File: src/sha256_pkg.sv
// Shared types, constants and the rotate helper for the SHA-256 stream hasher.
`default_nettype none
package sha256_pkg;

    typedef struct packed {
        logic [7:0] msg_byte;
        logic       has_byte;
        logic       last;
    } in_beat_t;

    typedef struct packed {
        logic [31:0] digest_word;
        logic [2:0]  word_index;
        logic        last_word;
    } out_beat_t;

    // controller to datapath
    typedef struct packed {
        logic       put_byte;    // write data_byte at byte position
        logic       put_pad;     // write 0x80 mark and clear the rest of the block
        logic       clear_blk;   // zero all block words
        logic       put_len;     // write bit length into words 14 and 15
        logic       load_work;   // copy chaining hash into working vars
        logic       do_round;    // run one round
        logic       fold;        // add working vars into chaining hash
        logic       rearm;       // restore initial hash, zero the count
        logic       count_inc;   // advance the byte count
        logic [7:0] data_byte;
        logic [5:0] round;
        logic [2:0] out_sel;
    } sha_cmd_t;

    // datapath to controller
    typedef struct packed {
        logic [5:0] pos;
    } sha_stat_t;

    localparam logic [31:0] INIT_HASH [8] = '{
        32'h6a09e667, 32'hbb67ae85, 32'h3c6ef372, 32'ha54ff53a,
        32'h510e527f, 32'h9b05688c, 32'h1f83d9ab, 32'h5be0cd19
    };

    localparam logic [31:0] ROUND_K [64] = '{
        32'h428a2f98, 32'h71374491, 32'hb5c0fbcf, 32'he9b5dba5, 32'h3956c25b, 32'h59f111f1,
        32'h923f82a4, 32'hab1c5ed5, 32'hd807aa98, 32'h12835b01, 32'h243185be, 32'h550c7dc3,
        32'h72be5d74, 32'h80deb1fe, 32'h9bdc06a7, 32'hc19bf174, 32'he49b69c1, 32'hefbe4786,
        32'h0fc19dc6, 32'h240ca1cc, 32'h2de92c6f, 32'h4a7484aa, 32'h5cb0a9dc, 32'h76f988da,
        32'h983e5152, 32'ha831c66d, 32'hb00327c8, 32'hbf597fc7, 32'hc6e00bf3, 32'hd5a79147,
        32'h06ca6351, 32'h14292967, 32'h27b70a85, 32'h2e1b2138, 32'h4d2c6dfc, 32'h53380d13,
        32'h650a7354, 32'h766a0abb, 32'h81c2c92e, 32'h92722c85, 32'ha2bfe8a1, 32'ha81a664b,
        32'hc24b8b70, 32'hc76c51a3, 32'hd192e819, 32'hd6990624, 32'hf40e3585, 32'h106aa070,
        32'h19a4c116, 32'h1e376c08, 32'h2748774c, 32'h34b0bcb5, 32'h391c0cb3, 32'h4ed8aa4a,
        32'h5b9cca4f, 32'h682e6ff3, 32'h748f82ee, 32'h78a5636f, 32'h84c87814, 32'h8cc70208,
        32'h90befffa, 32'ha4506ceb, 32'hbef9a3f7, 32'hc67178f2
    };

    function automatic logic [31:0] rotr(input logic [31:0] x, input int n);
        rotr = (x >> n) | (x << (32 - n));
    endfunction

endpackage
`default_nettype wire

File: src/sha256_dpath.sv
// Datapath: block buffer, schedule window, round unit, chaining hash, byte count.
`default_nettype none
module sha256_dpath (
    input  wire logic                  clk,
    input  wire logic                  rst_n,
    input  wire sha256_pkg::sha_cmd_t  cmd,
    output sha256_pkg::sha_stat_t      stat,
    output logic [31:0]                hash_word
);
    import sha256_pkg::*;

    logic [31:0] blk_reg [16];
    logic [31:0] win_reg [16];
    logic [31:0] v_reg   [8];
    logic [31:0] h_reg   [8];
    logic [60:0] count_reg;

    logic [5:0]  pos;
    logic [3:0]  widx;
    logic [1:0]  bsel;
    logic [63:0] bits;
    logic [31:0] x2, x15, s0, s1, wt, t1, t2, ch, maj, e1, e0;
    logic [3:0]  r;

    assign pos  = count_reg[5:0];
    assign widx = pos[5:2];
    assign bsel = pos[1:0];
    assign bits = {count_reg, 3'b000};
    assign r    = cmd.round[3:0];
    assign stat.pos  = pos;
    assign hash_word = h_reg[cmd.out_sel];

    // schedule word and round sums
    always_comb
    begin
        x2  = win_reg[r - 4'd2];
        x15 = win_reg[r - 4'd15];
        s1  = rotr(x2, 17) ^ rotr(x2, 19) ^ (x2 >> 10);
        s0  = rotr(x15, 7) ^ rotr(x15, 18) ^ (x15 >> 3);
        if (cmd.round < 6'd16)
            wt = blk_reg[r];
        else
            wt = s1 + win_reg[r - 4'd7] + s0 + win_reg[r];
        e1  = rotr(v_reg[4], 6) ^ rotr(v_reg[4], 11) ^ rotr(v_reg[4], 25);
        ch  = (v_reg[4] & v_reg[5]) ^ (~v_reg[4] & v_reg[6]);
        e0  = rotr(v_reg[0], 2) ^ rotr(v_reg[0], 13) ^ rotr(v_reg[0], 22);
        maj = (v_reg[0] & v_reg[1]) ^ (v_reg[0] & v_reg[2]) ^ (v_reg[1] & v_reg[2]);
        t1  = v_reg[7] + e1 + ch + ROUND_K[cmd.round] + wt;
        t2  = e0 + maj;
    end

    // hold byte count
    always_ff @(posedge clk or negedge rst_n)
    begin
        if (!rst_n)
            count_reg <= '0;
        else if (cmd.rearm)
            count_reg <= '0;
        else if (cmd.count_inc)
            count_reg <= count_reg + 61'd1;
    end

    // hold chaining hash
    always_ff @(posedge clk or negedge rst_n)
    begin
        if (!rst_n)
        begin
            for (int i = 0; i < 8; i++)
                h_reg[i] <= INIT_HASH[i];
        end
        else if (cmd.rearm)
        begin
            for (int i = 0; i < 8; i++)
                h_reg[i] <= INIT_HASH[i];
        end
        else if (cmd.fold)
        begin
            for (int i = 0; i < 8; i++)
                h_reg[i] <= h_reg[i] + v_reg[i];
        end
    end

    // update block words, window and working vars
    always_ff @(posedge clk)
    begin
        if (cmd.put_byte || cmd.put_pad)
        begin
            case (bsel)
                2'd0: blk_reg[widx] <= {cmd.data_byte, 24'd0};
                2'd1: blk_reg[widx][23:16] <= cmd.data_byte;
                2'd2: blk_reg[widx][15:8]  <= cmd.data_byte;
                default: blk_reg[widx][7:0] <= cmd.data_byte;
            endcase
            if (cmd.put_pad)
            begin
                for (int i = 0; i < 16; i++)
                    if (4'(i) > widx)
                        blk_reg[i] <= '0;
            end
        end
        if (cmd.clear_blk)
        begin
            for (int i = 0; i < 16; i++)
                blk_reg[i] <= '0;
        end
        if (cmd.put_len)
        begin
            blk_reg[14] <= bits[63:32];
            blk_reg[15] <= bits[31:0];
        end
        if (cmd.load_work)
        begin
            for (int i = 0; i < 8; i++)
                v_reg[i] <= h_reg[i];
        end
        if (cmd.do_round)
        begin
            win_reg[r] <= wt;
            v_reg[7] <= v_reg[6];
            v_reg[6] <= v_reg[5];
            v_reg[5] <= v_reg[4];
            v_reg[4] <= v_reg[3] + t1;
            v_reg[3] <= v_reg[2];
            v_reg[2] <= v_reg[1];
            v_reg[1] <= v_reg[0];
            v_reg[0] <= t1 + t2;
        end
    end
endmodule
`default_nettype wire

File: src/sha256_ctrl.sv
// Controller: sequences byte intake, padding, compression and digest output.
`default_nettype none
module sha256_ctrl (
    input  wire logic                   clk,
    input  wire logic                   rst_n,
    input  wire logic                   in_valid,
    output logic                        in_stall,
    input  wire sha256_pkg::in_beat_t   in_data,
    output logic                        out_valid,
    input  wire logic                   out_stall,
    output sha256_pkg::out_beat_t       out_data,
    output sha256_pkg::sha_cmd_t        cmd,
    input  wire sha256_pkg::sha_stat_t  stat,
    input  wire logic [31:0]            hash_word
);
    import sha256_pkg::*;

    typedef enum logic [2:0] {
        S_IDLE, S_PAD, S_LOAD, S_ROUND, S_FOLD, S_LEN, S_OUT
    } state_t;

    state_t     state_reg, state_next;
    logic [5:0] round_reg, round_next;
    logic       last_reg, last_next;     // message ends after this compression
    logic       two_reg, two_next;       // padding spills into a second block
    logic [2:0] idx_reg, idx_next;
    logic       ov_reg, ov_next;

    // track whether padding has been written for this message
    logic done_pad, done_pad_reg;
    assign done_pad = done_pad_reg;

    assign in_stall  = (state_reg != S_IDLE);
    assign out_valid = ov_reg;
    assign out_data.digest_word = hash_word;
    assign out_data.word_index  = idx_reg;
    assign out_data.last_word   = (idx_reg == 3'd7);

    // decode state into datapath commands
    always_comb
    begin
        cmd = '0;
        cmd.data_byte = in_data.msg_byte;
        cmd.round     = round_reg;
        cmd.out_sel   = idx_reg;
        state_next = state_reg;
        round_next = round_reg;
        last_next  = last_reg;
        two_next   = two_reg;
        idx_next   = idx_reg;
        ov_next    = ov_reg;
        case (state_reg)
            S_IDLE:
            begin
                if (in_valid && in_data.has_byte)
                begin
                    cmd.put_byte  = 1'b1;
                    cmd.count_inc = 1'b1;
                    last_next = in_data.last;
                    if (stat.pos == 6'd63)
                        state_next = S_LOAD;
                    else if (in_data.last)
                        state_next = S_PAD;
                end
                else if (in_valid && in_data.last)
                begin
                    last_next  = 1'b1;
                    state_next = S_PAD;
                end
            end
            S_PAD:
            begin
                cmd.put_pad   = 1'b1;
                cmd.data_byte = 8'h80;
                two_next   = (stat.pos >= 6'd56);
                state_next = (stat.pos >= 6'd56) ? S_LOAD : S_LEN;
            end
            S_LEN:
            begin
                cmd.put_len = 1'b1;
                two_next   = 1'b0;
                state_next = S_LOAD;
            end
            S_LOAD:
            begin
                cmd.load_work = 1'b1;
                round_next = '0;
                state_next = S_ROUND;
            end
            S_ROUND:
            begin
                cmd.do_round = 1'b1;
                round_next = round_reg + 6'd1;
                if (round_reg == 6'd63)
                    state_next = S_FOLD;
            end
            S_FOLD:
            begin
                cmd.fold = 1'b1;
                if (two_reg)
                begin
                    cmd.clear_blk = 1'b1;
                    state_next = S_LEN;
                end
                else if (last_reg)
                begin
                    // a full block with last still needs its pad block
                    if (stat.pos == 6'd0 && !ov_reg && idx_reg == 3'd0 && !done_pad)
                        state_next = S_PAD;
                    else
                    begin
                        idx_next   = '0;
                        ov_next    = 1'b1;
                        state_next = S_OUT;
                    end
                end
                else
                    state_next = S_IDLE;
            end
            S_OUT:
            begin
                if (!out_stall)
                begin
                    idx_next = idx_reg + 3'd1;
                    if (idx_reg == 3'd7)
                    begin
                        ov_next    = 1'b0;
                        last_next  = 1'b0;
                        cmd.rearm  = 1'b1;
                        state_next = S_IDLE;
                    end
                end
            end
            default: state_next = S_IDLE;
        endcase
    end

    // hold state and registered outputs
    always_ff @(posedge clk or negedge rst_n)
    begin
        if (!rst_n)
        begin
            state_reg    <= S_IDLE;
            round_reg    <= '0;
            last_reg     <= 1'b0;
            two_reg      <= 1'b0;
            idx_reg      <= '0;
            ov_reg       <= 1'b0;
            done_pad_reg <= 1'b0;
        end
        else
        begin
            state_reg <= state_next;
            round_reg <= round_next;
            last_reg  <= last_next;
            two_reg   <= two_next;
            idx_reg   <= idx_next;
            ov_reg    <= ov_next;
            if (state_reg == S_PAD)
                done_pad_reg <= 1'b1;
            else if (state_reg == S_IDLE)
                done_pad_reg <= 1'b0;
        end
    end
endmodule
`default_nettype wire

File: src/sha256_stream_hasher.sv
// Top level of the byte-stream SHA-256 hasher.
//   channel | dir | payload    | handshake
//   in      | in  | in_beat_t  | in_valid / in_stall
//   out     | out | out_beat_t | out_valid / out_stall
// A plain byte is taken without stalling the input; a byte that fills a block
// stalls it while the single round unit does the 64 rounds, one per cycle.
// A last beat adds padding and one or two compressions, then eight digest beats.
// Reset restores the initial hash and zeroes the byte count.
// The output stall holds the digest word in place; input is stalled meanwhile.
`default_nettype none
module sha256_stream_hasher (
    input  wire logic                   clk,
    input  wire logic                   rst_n,
    input  wire logic                   in_valid,
    output logic                        in_stall,
    input  wire sha256_pkg::in_beat_t   in_data,
    output logic                        out_valid,
    input  wire logic                   out_stall,
    output sha256_pkg::out_beat_t       out_data
);
    import sha256_pkg::*;

    sha_cmd_t    cmd;
    sha_stat_t   stat;
    logic [31:0] hash_word;

    sha256_ctrl u_ctrl (
        .clk(clk), .rst_n(rst_n),
        .in_valid(in_valid), .in_stall(in_stall), .in_data(in_data),
        .out_valid(out_valid), .out_stall(out_stall), .out_data(out_data),
        .cmd(cmd), .stat(stat), .hash_word(hash_word)
    );

    sha256_dpath u_dpath (
        .clk(clk), .rst_n(rst_n), .cmd(cmd), .stat(stat), .hash_word(hash_word)
    );

`ifndef ASSERT_OFF
    a_no_intake_busy: assert property (@(posedge clk) disable iff (!rst_n)
        out_valid |-> in_stall) else $error("input taken while digest pending");
    a_round_no_byte: assert property (@(posedge clk) disable iff (!rst_n)
        cmd.do_round |-> !cmd.put_byte) else $error("byte write during round");
    a_rearm_on_last: assert property (@(posedge clk) disable iff (!rst_n)
        (out_valid && !out_stall && out_data.last_word) |=> !out_valid)
        else $error("digest did not end");
`endif
endmodule
`default_nettype wire

File: config.mk
export PLATFORM = sky130hd
export DESIGN_NAME = sha256_stream_hasher
export DESIGN_NICKNAME = d
export VERILOG_FILES = /design/src/sha256_pkg.sv /design/src/sha256_dpath.sv /design/src/sha256_ctrl.sv /design/src/sha256_stream_hasher.sv
export SDC_FILE = /design/constraint.sdc
export NUM_CORES = 2
export LEC_CHECK = 0
export BUFFER_PORTS_ARGS = -buffer_cell sky130_fd_sc_hd__buf_2
export CAP_MARGIN = 10
export CORE_MARGIN = 4
export CORE_UTILIZATION = 65
export DETAILED_ROUTE_END_ITERATION = 6
export PLACE_DENSITY = 0.81
export SETUP_SLACK_MARGIN = 0.5
export SLEW_MARGIN = 25
export SYNTH_ARGS = -nofsm -noshare
export SYNTH_HDL_FRONTEND = slang
export SYNTH_SLANG_ARGS = --single-unit
File: constraint.sdc
create_clock -name clk -period 18.4 [get_ports clk]
set_input_delay 1.84 -clock clk [delete_from_list [all_inputs] [get_ports clk]]
set_output_delay 1.84 -clock clk [all_outputs]
set_load 0.02 [all_outputs]
==> results.md <==
• complete, but fails checks — outcome
• design-rule violations — failing checks
• 0.4127 — register area share after synthesis
• 0 — final number of setup-violating endpoints
• u_dpath.v_reg[0][29] — worst flop-to-flop path endpoint
• built — clock tree from TritonCTS
• sky130_fd_sc_hd__edfxtp_1 — Synth Flop Type
• u_dpath.blk_reg[1][21] — Hold Path Sink
• sky130_fd_sc_hd__edfxtp_1 24%, sky130_fd_sc_hd__mux4_2 15%, sky130_fd_sc_hd__dfxtp_1 8.8% — biggest area contributors in the synthesized netlist
• 0.81 ns — delay of the slowest cell on the worst path
• 7.245 — vias per std cell
• 117 — critical path fanouts, max
• 0 — post-cts repair resize count
• 0 — Hold Fails Final Rpt
• u_dpath.blk_reg[1][21] — worst hold start
• 0 — total gr overflow
• 1 — Post-route DRC
• 405.7 um — die width
• 1.119 ns — slew at the pin closest to its max-slew limit
• 506800 um — wire length of the first global-routing pass
• 0 — number of hold buffers added after CTS
• 0.2064 — fraction of synthesis flops using an asynchronous set or reset pin
• 829 — Post-synth EDFFs
• 8.022% — area grow syn2layout
• flop to flop — WS Path Type
• 0.2421 — top-area cell type share of the netlist area
• 0.7085 — Core Util, Final
• flop to flop — type of the worst min-delay path
• 9907 — count of nets after finishing
• flop — Worst Setup Start Kind
• 10800 — fill cell instance count of the final layout
• 170 — TritonCTS Buffers
• 83370 — Via Count
• 339400 um — Detailed Route WL
• 11180 — number of placed cells counting well taps
• 49 — reg2reg path depth
• 1613 — total of flip-flops plus latches after synthesis
• 0.86 ns — clock latency on the worst-skew pair
• 1613 — number of sinks handled by clock tree synthesis
• 0 — total number of yosys warnings
• 13210 — drt initial violations
• 80430 — via count of the first global-routing pass
• u_ctrl.round_reg[0] — worst flop-to-flop path startpoint
• 0 — max-capacitance violation count
• 3 — number of buffers on the longest clock path
• sky130_fd_sc_hd__a2111oi_1 — Critical Path Slowest Stage Cell
• sky130_fd_sc_hd__nand2_1 — most frequent standard cell in the layout excluding fill and tap cells
• 29.49 um — wire length per cell after detailed routing
• 0.06 ns — CTS clock-pin slew for the worst setup and hold paths
• 0.1028 mm2 — netlist area before placement
• 7 — 1st-pass router iterations
• 0 ns — final total negative setup slack
• 0.1646 mm2 — Die Area
• 0.1568 mm2 — core area
• 0.2345 — headroom to the max-slew limit
• 1.045 — last weighted congestion value of the routability-driven placer
• 51 — port buffer count
• 0.7752 — post-route fraction of the period consumed by the critical path
• 0 — post-CTS setup buffer count
• 232200 um — estimated wirelength of the detail-placed design
• 14.26 ns — final critical path time including I/O delays and setup
• 9522 — post-synthesis instance total
• 0 — max-slew violations
• 4 — CTS H-Tree Depth
• 0.1573 — fraction of final layout cells with drive strength greater than 1
• sky130_fd_sc_hd__clkbuf_16 — CTS root buffer
• 14.80 ns — arrival time worst endpoint
• 2 — Hold Path Cell Cnt
• 0.6559 — starting utilization of the core area
• 10.80 um2 — Avg Cell Area, Syn
• 0 — number of routed nets with antenna violations
• sky130_fd_sc_hd__edfxtp_1 — dominant cell type by area after synthesis
• 0.09012 ns — Final Skew
• 92 — library cells used by synthesis
• 145 — row cnt
• 0.07011 GHz — f_max
• 405.7 um — vertical die dimension
• 4.14 ns — setup slack of the worst register-to-register path
• 141 — largest net degree at the start of global routing
• flop — Setup crit end kind
• 0.4084 — All-Layer GR Usage
• 52 — I/O pin count
• 0.4614 ns — post-route worst hold slack
• no — unrepaired setup endpoints after global routing
• 18.94 ns — data required time of the critical path
• 1143 x sky130_fd_sc_hd__nand2_1, 915 x sky130_fd_sc_hd__nor2_1, 829 x sky130_fd_sc_hd__edfxtp_1 — highest-count cells in the layout ignoring fill and taps
• 12 — number of antenna violations at the first check in global routing
• 11510 — Layout Cells excl Fill
• 10130 — net count after synthesis
==> final cells by class <==
class	instances	area, um2	area share
Multi-Input combinational cell	6996	57330	0.5162
Sequential cell	1613	42450	0.3823
Clock buffer	236	4898	0.04411
Tap cell	2058	2575	0.02319
Timing Repair Buffer	219	1699	0.01530
Inverter	295	1117	0.01006
Clock inverter	86	970.9	0.008743
Antenna cell	4	10.01	0.00009013
==> critical path, delay by kind of cell, from the launching register on <==
kind	cells	cell delay (ns)
xor gates and xnor gates	5	1.17
buffers and inverters	8	2.41
muxes	1	0.59
AOI/OAI and AO/OA	20	4.92
and+or+nand+nor	8	1.05
DFF	1	0.63
adders and majority gates	7	3.02
==> worst max path at each step <==
stage	start	end	slack, ns	cells after the start
floorplan	u_ctrl.round_reg[0]	u_dpath.v_reg[0][29]	4.73	54
global placement	u_ctrl.round_reg[0]	u_dpath.v_reg[0][29]	4.39	45
detailed placement	u_ctrl.round_reg[0]	u_dpath.v_reg[0][29]	4.19	45
CTS	u_ctrl.round_reg[0]	u_dpath.v_reg[0][29]	4.19	48
global route	u_ctrl.round_reg[0]	u_dpath.v_reg[0][29]	3.40	45
finish	u_ctrl.round_reg[0]	u_dpath.v_reg[0][29]	4.14	49
==> stage by stage <==
step	setup WS [ns]	area (um2)
floorplan	4.726	102800
global placement	4.387	105000
detailed placement	4.190	105100
CTS	4.193	110900
global route	3.401	111000
finish	4.136	111100
==> per-layer routing <==
| layer | GRT usage | share of wire | wire (um) |
|---|---|---|---|
| met4 | 0.1993 | 0.062 | 21140 |
| met2 | 0.6057 | 0.44 | 147700 |
| met5 | 0 | 0.00028 | 96 |
| met1 | 0.5431 | 0.35 | 118200 |
| met3 | 0.1376 | 0.15 | 52260 |
==> synth_stat cells (22+ instances only) <==
cell and n:
sky130_fd_sc_hd__a211oi_1 50, sky130_fd_sc_hd__a21o_1 243, sky130_fd_sc_hd__a21oi_1 618, sky130_fd_sc_hd__a22oi_1 316, sky130_fd_sc_hd__a31oi_1 57, sky130_fd_sc_hd__and2_1 23, sky130_fd_sc_hd__and3_1 43, sky130_fd_sc_hd__buf_1 106
sky130_fd_sc_hd__clkbuf_1 487, sky130_fd_sc_hd__dfrtp_1 197, sky130_fd_sc_hd__dfstp_2 136, sky130_fd_sc_hd__dfxtp_1 451, sky130_fd_sc_hd__edfxtp_1 829, sky130_fd_sc_hd__fa_1 195, sky130_fd_sc_hd__ha_1 403, sky130_fd_sc_hd__inv_1 290
sky130_fd_sc_hd__mux2_2 64, sky130_fd_sc_hd__mux2i_1 108, sky130_fd_sc_hd__mux4_2 662, sky130_fd_sc_hd__nand2_1 1145, sky130_fd_sc_hd__nand2b_1 77, sky130_fd_sc_hd__nand3_1 158, sky130_fd_sc_hd__nand4_1 36, sky130_fd_sc_hd__nor2_1 955
sky130_fd_sc_hd__nor2b_1 57, sky130_fd_sc_hd__nor3_1 120, sky130_fd_sc_hd__o211ai_1 29, sky130_fd_sc_hd__o21a_1 60, sky130_fd_sc_hd__o21ai_0 458, sky130_fd_sc_hd__o21ai_1 63, sky130_fd_sc_hd__o21bai_1 35, sky130_fd_sc_hd__o221ai_1 41
sky130_fd_sc_hd__o22ai_1 26, sky130_fd_sc_hd__o31ai_1 41, sky130_fd_sc_hd__or2_2 22, sky130_fd_sc_hd__or3_1 33, sky130_fd_sc_hd__xnor2_1 348, sky130_fd_sc_hd__xor2_1 270
==> kinds of logic (layout without fill, tap and decap cells) <==
kind of cell,Yosys count,after routing,share of synthesized area
AO/OA/AOI/OAI,2205,2205,0.1351
XOR/XNOR,622,622,0.05351
adder cells (fa/ha/maj),617,617,0.08887
buffers and inverters,913,836,0.03426
flip-flops,1613,1613,0.4127
multiplexers,843,843,0.1648
other,0,4,0
AND/OR/NAND/NOR,2709,2709,0.1108
Power is not shown: default switching activity piles up to over one toggle a cycle in this logic, so the estimate is an artifact.
